## config.mk

```make
export PLATFORM = sky130hd
export DESIGN_NAME = sensor_dropout_recovery_timer
export DESIGN_NICKNAME = d
export VERILOG_FILES = /design/src/sv/sdrt_pkg.sv /design/src/sv/sdrt_cfg.sv /design/src/sv/sdrt_core.sv /design/src/sv/sensor_dropout_recovery_timer.sv
export SDC_FILE = /design/constraint.sdc
export NUM_CORES = 1
export LEC_CHECK = 0
export ABC_AREA = 1
export BUFFER_PORTS_ARGS = -buffer_cell sky130_fd_sc_hd__buf_2
export CAP_MARGIN = 20
export CORE_MARGIN = 10
export CORE_UTILIZATION = 40
export DETAILED_ROUTE_END_ITERATION = 10
export SYNTH_ARGS = -nofsm -noshare
export SYNTH_HDL_FRONTEND = slang
export SYNTH_SLANG_ARGS = --single-unit
```

## constraint.sdc

```tcl
create_clock -name clk -period 8.4 [get_ports clk]
set_input_delay 2.1 -clock clk [delete_from_list [all_inputs] [get_ports clk]]
set_output_delay 2.1 -clock clk [all_outputs]
set_load 0.02 [all_outputs]
```

## src/sv/sdrt_pkg.sv

```systemverilog
// Shared types and constants for the sensor dropout recovery timer.
package sdrt_pkg;

  localparam int unsigned CFG_IDX_W = 1;
  localparam int unsigned CFG_DATA_W = 32;

  localparam logic [CFG_IDX_W-1:0] CFG_MAX_PAUSE = 1'd0;
  localparam logic [CFG_IDX_W-1:0] CFG_FRESH_NEEDED = 1'd1;

  localparam logic [31:0] MAX_PAUSE_RST = 32'd1000;
  localparam logic [7:0] FRESH_NEEDED_RST = 8'd3;

  typedef enum logic [1:0] {
    DEC_CONTINUE  = 2'd0,
    DEC_PAUSED    = 2'd1,
    DEC_RECOVERED = 2'd2,
    DEC_TIMEOUT   = 2'd3
  } decision_t;

  typedef struct packed {
    logic [31:0] max_pause_ms;
    logic [7:0]  fresh_needed;
  } cfg_t;

  typedef struct packed {
    logic               sensor_ready;
    logic [31:0]        good_read_total;
    logic signed [15:0] heading;
    logic               heading_finite;
    logic [31:0]        now_ms;
  } item_t;

  typedef struct packed {
    decision_t          decision;
    logic               pause_began;
    logic [30:0]        timer_adjust_ms;
    logic [30:0]        pause_elapsed;
    logic signed [15:0] held_heading;
    logic [31:0]        paused_total;
    logic [31:0]        pauses_seen;
    logic               recovering;
  } result_t;

endpackage

```

## src/sv/sdrt_cfg.sv

```systemverilog
// Configuration registers of the sensor dropout recovery timer.
module sdrt_cfg (
  input  logic                               clk,
  input  logic                               rst_n,
  input  logic                               cfg_we,
  input  logic [sdrt_pkg::CFG_IDX_W-1:0]     cfg_index,
  input  logic [sdrt_pkg::CFG_DATA_W-1:0]    cfg_wdata,
  output sdrt_pkg::cfg_t                     cfg
);

  logic [31:0] max_pause_r, max_pause_nxt;
  logic [7:0]  fresh_needed_r, fresh_needed_nxt;

  always_comb begin
    max_pause_nxt = max_pause_r;
    fresh_needed_nxt = fresh_needed_r;
    if (cfg_we) begin
      unique case (cfg_index)
        sdrt_pkg::CFG_MAX_PAUSE: max_pause_nxt = cfg_wdata[31:0];
        sdrt_pkg::CFG_FRESH_NEEDED: fresh_needed_nxt = cfg_wdata[7:0];
        default: ;
      endcase
    end
  end

  always_ff @(posedge clk) begin
    if (!rst_n) begin
      max_pause_r <= sdrt_pkg::MAX_PAUSE_RST;
      fresh_needed_r <= sdrt_pkg::FRESH_NEEDED_RST;
    end else begin
      max_pause_r <= max_pause_nxt;
      fresh_needed_r <= fresh_needed_nxt;
    end
  end

  assign cfg.max_pause_ms = max_pause_r;
  assign cfg.fresh_needed = fresh_needed_r;

endmodule

```

## src/sv/sdrt_core.sv

```systemverilog
// Pause tracking state and the per-tick decision logic.
module sdrt_core (
  input  logic              clk,
  input  logic              rst_n,
  input  logic              fire,
  input  sdrt_pkg::item_t   item,
  input  sdrt_pkg::cfg_t    cfg,
  output sdrt_pkg::result_t res
);

  logic               active_r, active_nxt;
  logic signed [15:0] heading_r, heading_nxt;
  logic [31:0]        start_r, start_nxt;
  logic [31:0]        last_svc_r, last_svc_nxt;
  logic [31:0]        last_reads_r, last_reads_nxt;
  logic [7:0]         fresh_run_r, fresh_run_nxt;
  logic [31:0]        tally_r, tally_nxt;
  logic [31:0]        sum_r, sum_nxt;

  logic [31:0] adj_diff;
  logic [31:0] el_diff;
  logic [30:0] adj;
  logic [30:0] elapsed;
  logic [32:0] sum_wide;
  logic [7:0]  fresh_inc;
  logic        cfg_bad;

  always_comb begin
    active_nxt = active_r;
    heading_nxt = heading_r;
    start_nxt = start_r;
    last_svc_nxt = last_svc_r;
    last_reads_nxt = last_reads_r;
    fresh_run_nxt = fresh_run_r;
    tally_nxt = tally_r;
    sum_nxt = sum_r;

    adj_diff = item.now_ms - last_svc_r;
    el_diff = item.now_ms - start_r;
    adj = adj_diff[31] ? 31'd0 : adj_diff[30:0];
    elapsed = el_diff[31] ? 31'd0 : el_diff[30:0];
    sum_wide = {1'b0, sum_r} + {2'b00, adj};
    fresh_inc = ((item.good_read_total != last_reads_r) && (fresh_run_r != 8'hFF)) ?
                fresh_run_r + 8'd1 : fresh_run_r;
    cfg_bad = (cfg.max_pause_ms == 32'd0) || (cfg.fresh_needed == 8'd0);

    res.decision = sdrt_pkg::DEC_CONTINUE;
    res.pause_began = 1'b0;
    res.timer_adjust_ms = 31'd0;
    res.pause_elapsed = 31'd0;

    if (cfg_bad) begin
      res.decision = sdrt_pkg::DEC_TIMEOUT;
    end else if (!active_r) begin
      if (!item.sensor_ready) begin
        active_nxt = 1'b1;
        heading_nxt = item.heading_finite ? item.heading : 16'sd0;
        start_nxt = item.now_ms;
        last_svc_nxt = item.now_ms;
        last_reads_nxt = item.good_read_total;
        fresh_run_nxt = 8'd0;
        tally_nxt = tally_r + 32'd1;
        res.decision = sdrt_pkg::DEC_PAUSED;
        res.pause_began = 1'b1;
      end
    end else begin
      res.timer_adjust_ms = adj;
      res.pause_elapsed = elapsed;
      last_svc_nxt = item.now_ms;
      sum_nxt = sum_wide[32] ? 32'hFFFF_FFFF : sum_wide[31:0];
      if ({1'b0, elapsed} >= cfg.max_pause_ms) begin
        active_nxt = 1'b0;
        fresh_run_nxt = 8'd0;
        res.decision = sdrt_pkg::DEC_TIMEOUT;
      end else begin
        last_reads_nxt = item.good_read_total;
        if (!item.sensor_ready) begin
          fresh_run_nxt = 8'd0;
          res.decision = sdrt_pkg::DEC_PAUSED;
        end else begin
          fresh_run_nxt = fresh_inc;
          if (fresh_inc < cfg.fresh_needed) begin
            res.decision = sdrt_pkg::DEC_PAUSED;
          end else begin
            active_nxt = 1'b0;
            res.decision = sdrt_pkg::DEC_RECOVERED;
          end
        end
      end
    end

    res.held_heading = heading_nxt;
    res.paused_total = sum_nxt;
    res.pauses_seen = tally_nxt;
    res.recovering = active_nxt;
  end

  always_ff @(posedge clk) begin
    if (!rst_n) begin
      active_r <= 1'b0;
      heading_r <= 16'sd0;
      start_r <= 32'd0;
      last_svc_r <= 32'd0;
      last_reads_r <= 32'd0;
      fresh_run_r <= 8'd0;
      tally_r <= 32'd0;
      sum_r <= 32'd0;
    end else if (fire) begin
      active_r <= active_nxt;
      heading_r <= heading_nxt;
      start_r <= start_nxt;
      last_svc_r <= last_svc_nxt;
      last_reads_r <= last_reads_nxt;
      fresh_run_r <= fresh_run_nxt;
      tally_r <= tally_nxt;
      sum_r <= sum_nxt;
    end
  end

endmodule

```

## src/sv/sensor_dropout_recovery_timer.sv

```systemverilog
// Top level of the sensor dropout recovery timer.
// A transferred input is held in the input register until it can advance into the result register.
// Throughput: one item per cycle while the output is not stalled; the input register feeds the decision logic,
// which updates the pause state and loads the result register in the same cycle.
// Reset (synchronous, active low) clears the pause state and both handshake stages
// and restores the configuration registers to their defaults.
module sensor_dropout_recovery_timer (
  input  logic                            clk,
  input  logic                            rst_n,
  input  logic                            in_valid,
  output logic                            in_stall,
  input  logic                            in_sensor_ready,
  input  logic [31:0]                     in_good_read_total,
  input  logic signed [15:0]              in_heading,
  input  logic                            in_heading_finite,
  input  logic [31:0]                     in_now_ms,
  output logic                            out_valid,
  input  logic                            out_stall,
  output logic [1:0]                      out_decision,
  output logic                            out_pause_began,
  output logic [30:0]                     out_timer_adjust_ms,
  output logic [30:0]                     out_pause_elapsed,
  output logic signed [15:0]              out_held_heading,
  output logic [31:0]                     out_paused_total,
  output logic [31:0]                     out_pauses_seen,
  output logic                            out_recovering,
  input  logic                            cfg_we,
  input  logic [sdrt_pkg::CFG_IDX_W-1:0]  cfg_index,
  input  logic [sdrt_pkg::CFG_DATA_W-1:0] cfg_wdata
);

  sdrt_pkg::cfg_t    cfg;
  sdrt_pkg::item_t   item_r, item_nxt;
  sdrt_pkg::result_t res;
  sdrt_pkg::result_t res_r;
  logic              in_full_r, in_full_nxt;
  logic              out_full_r, out_full_nxt;
  logic              in_xfer;
  logic              advance;

  sdrt_cfg u_cfg (
    .clk       (clk),
    .rst_n     (rst_n),
    .cfg_we    (cfg_we),
    .cfg_index (cfg_index),
    .cfg_wdata (cfg_wdata),
    .cfg       (cfg)
  );

  sdrt_core u_core (
    .clk   (clk),
    .rst_n (rst_n),
    .fire  (advance),
    .item  (item_r),
    .cfg   (cfg),
    .res   (res)
  );

  assign advance = in_full_r && (!out_full_r || !out_stall);
  assign in_stall = in_full_r && !advance;
  assign in_xfer = in_valid && !in_stall;

  always_comb begin
    item_nxt.sensor_ready = in_sensor_ready;
    item_nxt.good_read_total = in_good_read_total;
    item_nxt.heading = in_heading;
    item_nxt.heading_finite = in_heading_finite;
    item_nxt.now_ms = in_now_ms;

    in_full_nxt = in_full_r;
    if (in_xfer) begin
      in_full_nxt = 1'b1;
    end else if (advance) begin
      in_full_nxt = 1'b0;
    end

    out_full_nxt = out_full_r;
    if (advance) begin
      out_full_nxt = 1'b1;
    end else if (!out_stall) begin
      out_full_nxt = 1'b0;
    end
  end

  always_ff @(posedge clk) begin
    if (!rst_n) begin
      in_full_r <= 1'b0;
      out_full_r <= 1'b0;
    end else begin
      in_full_r <= in_full_nxt;
      out_full_r <= out_full_nxt;
    end
  end

  always_ff @(posedge clk) begin
    if (in_xfer) begin
      item_r <= item_nxt;
    end
    if (advance) begin
      res_r <= res;
    end
  end

  assign out_valid = out_full_r;
  assign out_decision = res_r.decision;
  assign out_pause_began = res_r.pause_began;
  assign out_timer_adjust_ms = res_r.timer_adjust_ms;
  assign out_pause_elapsed = res_r.pause_elapsed;
  assign out_held_heading = res_r.held_heading;
  assign out_paused_total = res_r.paused_total;
  assign out_pauses_seen = res_r.pauses_seen;
  assign out_recovering = res_r.recovering;

endmodule

```

After elaboration in Yosys (flattened, before gate mapping). Cells that the tools add are included.

Add/sub/neg operators: 5. Order comparisons: 2. Equality and inequality tests: 5. Mux-type cells: 37. Bitwise gates (word level): 4. Reductions and logical operators: 20.

Operators by type and width (count): $mux 32 (11); $mux 16 (4); $sub 32x32->32 (2); $mux 31 (2); $mux 8 (5); $add 32x31->33 (1); $add 32x1->32 const B (1); $ge 31x32->1 (1); $logic_not 32->1 (1); $ne 32x32->1 (1); $mux 1 (10); $mux 2 (5); $add 8x1->8 const B (1); $logic_not 8->1 (1); $lt 8x8->1 (1); $ne 8x8->1 const B (1); $reduce_and 4->1 (2); $logic_and 1x1->1 (4); $logic_not 1->1 (4); $ne 2x1->1 const B (2); $not 1->1 (4); $reduce_and 2->1 (2); $reduce_or 2->1 (2); $reduce_and 3->1 (1); 3 further kinds (4).

Register bits after elaboration: 455. Output and inout port bits: 148.

Depth between registers and ports, before layout.
Word-level depth: 9. Gate-level depth with buffers: 35. Depth with buffers taken out: 34.

Modules after synthesis. From an unflattened synthesis, not the netlist that was laid out.

Cells, all modules: 2908. Area, all modules: 24143.2 µm².

By module, submodules not included: sdrt_core (instances 1, cells an instance 2436, area an instance 15592.5 µm², seq. area each 3703.6 µm²); sensor_dropout_recovery_timer (instances 1, cells an instance 241, area an instance 6941.7 µm², seq. area each 6886.6 µm²); sdrt_cfg (instances 1, cells an instance 231, area an instance 1609.0 µm², seq. area each 800.8 µm²).

Worst setup path after synthesis. Ideal clock, no wire load.

Kind: input to register. From: in out_stall. To: reg res_r, in the netlist out_decision[0] (enable). Data arrival time: 6.827 ns. Data required time: 7.833 ns. Slack: 1.006 ns. Cell stages on the path: 5. Buffers on the path: 2. Cells stage by stage: nand2_1 > inv_1 > nor2_4 > clkbuf_1 > clkbuf_1.

Word-level cells in the longest chain between the ends: 3.

Ends and longest elaborated chain: start: declaration (RTL line sensor_dropout_recovery_timer.sv:18) `input logic out_stall,`; $logic_not 1->1; $logic_or 1x1->1 (RTL line sensor_dropout_recovery_timer.sv:59) `assign advance = in_full_r && (!out_full_r || !out_stall);`; $logic_and 1x1->1 (RTL line sensor_dropout_recovery_timer.sv:59); via advance (RTL line sensor_dropout_recovery_timer.sv:39) `logic advance;`; end signal: assignment (RTL line sensor_dropout_recovery_timer.sv:100) `res_r <= res;`; end: declaration (RTL line sensor_dropout_recovery_timer.sv:35) `sdrt_pkg::result_t res_r;`.

The timed path passes the listed nets, and every way through them passes these cells. A chain may end at the register's enable or synchronous reset.

Final worst setup path.
From: reg item_r[2] in the netlist's numbering. To: reg u_core.last_reads_r[17].

Word-level cells in the longest chain between the ends: 5.

Ends and longest elaborated chain: start: declaration (RTL line sensor_dropout_recovery_timer.sv:33) `sdrt_pkg::item_t item_r, item_nxt;`; start signal: assignment (RTL line sensor_dropout_recovery_timer.sv:97) `item_r <= item_nxt;`; $sub 32x32->32 (RTL line sdrt_core.sv:39) `el_diff = item.now_ms - start_r;`; $mux 31 (RTL line sdrt_core.sv:41) `elapsed = el_diff[31] ? 31'd0 : el_diff[30:0];`; $ge 31x32->1 (RTL line sdrt_core.sv:71) `if ({1'b0, elapsed} >= cfg.max_pause_ms) begin`; $ne 2x2->1 (no line); $reduce_and 4->1 (no line); end signal: assignment (RTL line sdrt_core.sv:113) `last_reads_r <= last_reads_nxt;`; end: declaration (RTL line sdrt_core.sv:15) `logic [31:0] last_reads_r, last_reads_nxt;`.

Every way passes these cells.

==> results.yml <==
status:
  status: "finished, final reports clean"
clocking:
  clkSlewWorstSetupHoldPaths_ps: 60
  clkSinkCount: 455
  insertion_delay_ps: 610
  clk_path_buf_depth: 3
  cts_buffers: 48
  cts-root-buf: "clkbuf_16"
  cts.htree.levels: 2
  cts_setup_buffers: 0
  postCtsHoldBufs: 0
  cts_resized: 0
  cts_tree: "done"
layout:
  nNetsFinal: 3190
  final_layout_size_suffix_gt1_share_pct: 14.4
  finalNonFillerCells: 3738
  final_util_pct: 46.7
  syn2layout_area_growth_pct: 15.0
place:
  gp_congestion: 0.897
  post-place-cells: 3647
  place.detailed.hpwl_um: 49100
  io_buffers: 267
timing:
  rsz0062_at_grt: "false"
  maxSlewHeadroom_pct: 31.8
  tns_ps: 0
  clock_skew_ps: 21.7
  report.final.slew_viol_count: 0
  layout_min_cycle_time_ps: 6090
  fin_hold_ws_ps: 457
  worstMarginPinSlew_ps: 1020
  setup_viol: 0
  period_share_pct: 72.4
  hold_viol: 0
  fmax_ghz: 0.164
worst_setup_path:
  rr_worst_depth: 29
  arrival_ps: 6620
  path_max_fanout: 61
  start_kind: "flip-flop"
  reg2reg_to: "u_core.last_reads_r[17]"
  cp_slowest_stage_delay_ps: 770
  worst-path-buf-inv: 3
  cp.required_ps: 8930
  end_kind: "flip-flop"
  r2r_start: "item_r[2]"
  cpMostUsedCell: "nand2_1"
  cp_slowest_cell: "inv_1"
  path_delay_family: "compound AO/OA/AOI/OAI gates"
  ff2ff_setup_slack_ps: 2310
  worstSetupPathType: "reg -> reg"
routing:
  first_pass_iters: 5
  num_vias: 18931
  routed_wirelength_um: 64600
  wl_per_cell_um: 17.3
  drc: 0
  drt_iter0_drc: 1248
  final_antenna_net_count: 0
  routed_via_density: 5.06
synth:
  yosysWarnings: 0
  yosys.cell_types.count: 56
  syn-num-nets: 2956
  yosysTopAreaCell: "edfxtp_1"
  synth_area_leaders: "edfxtp_1, dfxtp_1, ha_1"
  seq_area_frac_synth_pct: 48.4
  avgSynthCellArea_sq_um: 8.72
  synth-seq-cells: 455
  synthesis.area_sq_mm: 0.0236
  yosys.area.top_type_share_pct: 29.1
  syn_inst: 2700
min_path:
  hold_end: "u_core.last_svc_r[24]"
  hp-class: "reg -> reg"
  hp-start: "u_core.last_svc_r[24]"
  hold_depth: 2
power:
  leakage_uw: 0.0115
  power_density_mw_per_mm2: 219
  ir_worst_vdd_mv: 0.174
global_routing:
  grt_pass1_vias: 18721
  gr-total-overflow: 0
  grt_pass1_wl_um: 102000
  grt_max_degree: 149
  track_usage_pct: 18.1
  antenna_found_initial: 7
run:
  maxCapViolations: 0
die:
  fp-row-count: 88
  fp.dieH_um: 263
  core_area_sq_mm: 0.0580
  die_area_sq_mm: 0.0690
  die_w_um: 263
  start_util_pct: 40.6
  ioPinCount: 268
worst max-delay path by stage:
stage                     startpoint                 endpoint  slack, ps  depth (start not counted)
final                      item_r[2]  u_core.last_reads_r[17]       2310                         29
after floorplan            out_stall          out_decision[0]       1010                          5
after global routing       item_r[2]  u_core.last_reads_r[30]       1620                         29
after detailed placement   item_r[2]  u_core.last_reads_r[17]       2180                         29
after CTS                  item_r[2]  u_core.last_reads_r[24]       2160                         29
after global placement     item_r[2]  u_core.last_reads_r[24]       2350                         29
state kept, by name (all words and copies together), names as in the netlist, 2 cells and up:
name and count:
u_core.start_r 32, out_held_heading 16, u_core.last_reads_r 32, u_core.last_svc_r 32
u_cfg.fresh_needed_r 8, u_cfg.max_pause_r 32, u_core.fresh_run_r 8, u_core.tally_r 32
out_timer_adjust_ms 31, item_r 82, out_decision 2, out_paused_total 32
u_core.heading_r 16, out_pause_elapsed 31, out_pauses_seen 32, u_core.sum_r 32
per-stage QoR:
stage	setup WS, ps	total power, uW	area [sq um]
finish	2310	5950	27100
global route	1620	6260	27100
CTS	2160	6010	27000
detailed placement	2180	3890	25500
global placement	2350	3870	25500
floorplan	1010	3530	23600
cells in the final DEF, fill, tap and decap left out, types with 5 or more instances in the layout:
cell         n
a211oi_1     7
a21o_1       7
a21oi_1    292
a22oi_1      6
a31oi_1     14
buf_2      266
buf_4       14
clkbuf_1    16
clkbuf_16   49
clkinv_1     6
clkinv_2     9
dfxtp_1    227
edfxtp_1   228
ha_1       133
inv_1      362
inv_2        5
nand2_1    353
nand2_2      9
nand3_1     39
nand4_1     30
nor2_1     267
nor3_1      58
nor3_2      34
nor4_1      12
o211ai_1    12
o21a_1       6
o21ai_0    257
o21ai_1      6
o21ai_2      8
o21bai_1     9
o221ai_1     5
o22ai_1     25
or2_2        5
xnor2_1     60
xor2_1      80
kinds of logic after synthesis:
family / count (synthesis) / share of synthesized area (%)
and+or+nand+nor: 819 / 15.2
AOI/OAI and AO/OA: 680 / 15.8
buffers and inverters: 468 / 7.90
DFF: 455 / 48.4
xor gates and xnor gates: 142 / 5.39
adders and majority gates: 136 / 7.32
cell type report:
class	instances	area, sq um
fill	5664	30900
sequential	455	11400
multi-input combinational	1777	10300
timing repair buffer	283	1500
inverter	369	1390
clock buffer	69	1340
tap	765	957
clock inverter	19	194
antenna	1	2.50
cells in the mapped netlist (all sizes together):
cell    instances
a21o            7
o311ai          1
o21bai         10
o21ai         271
clkbuf         68
nor3           92
dfxtp         227
o22ai          25
a221oi          3
a21oi         295
nand2         363
a21boi         12
ha            133
o211ai         13
o221a           1
nand4          30
a311oi          1
fa              3
nand3b          2
nor3b           1
nor4           12
xnor2          62
edfxtp        228
nand3          39
nor2          271
o21a            6
buf            31
and3            1
and2            1
or2             7
a31oi          14
o31ai           3
a22oi           6
inv           369
a211oi          7
xor2           80
o221ai          5
per-layer routing:
metal / GRT usage (%) / part of all wire [%] / vias up
met3: 3.23 / 5.3 / 108
met4: 6.87 / 3.4 / 4
met5: 0 / 0.043 / -
met1: 24.1 / 46 / 8822
met2: 28.9 / 45 / 440
li1: - / - / 9557
power by group:
group / switching, uW / leakage (uW) / internal, uW
logic: 853 / 0.00668 / 431
clock network: 895 / 0.000754 / 1210
registers: 78.1 / 0.00409 / 2480
worst register-to-register path: cells and delay by family (launching register included):
| kind | cells | cell delay (ps) |
|---|---|---|
| AO/OA/AOI/OAI | 10 | 1940 |
| flip-flops | 1 | 440 |
| AND/OR/NAND/NOR | 13 | 1290 |
| adder cells (fa/ha/maj) | 2 | 600 |
| XOR/XNOR | 1 | 210 |
| buffers and inverters | 3 | 1540 |
Power figures use the tool's default switching activity.
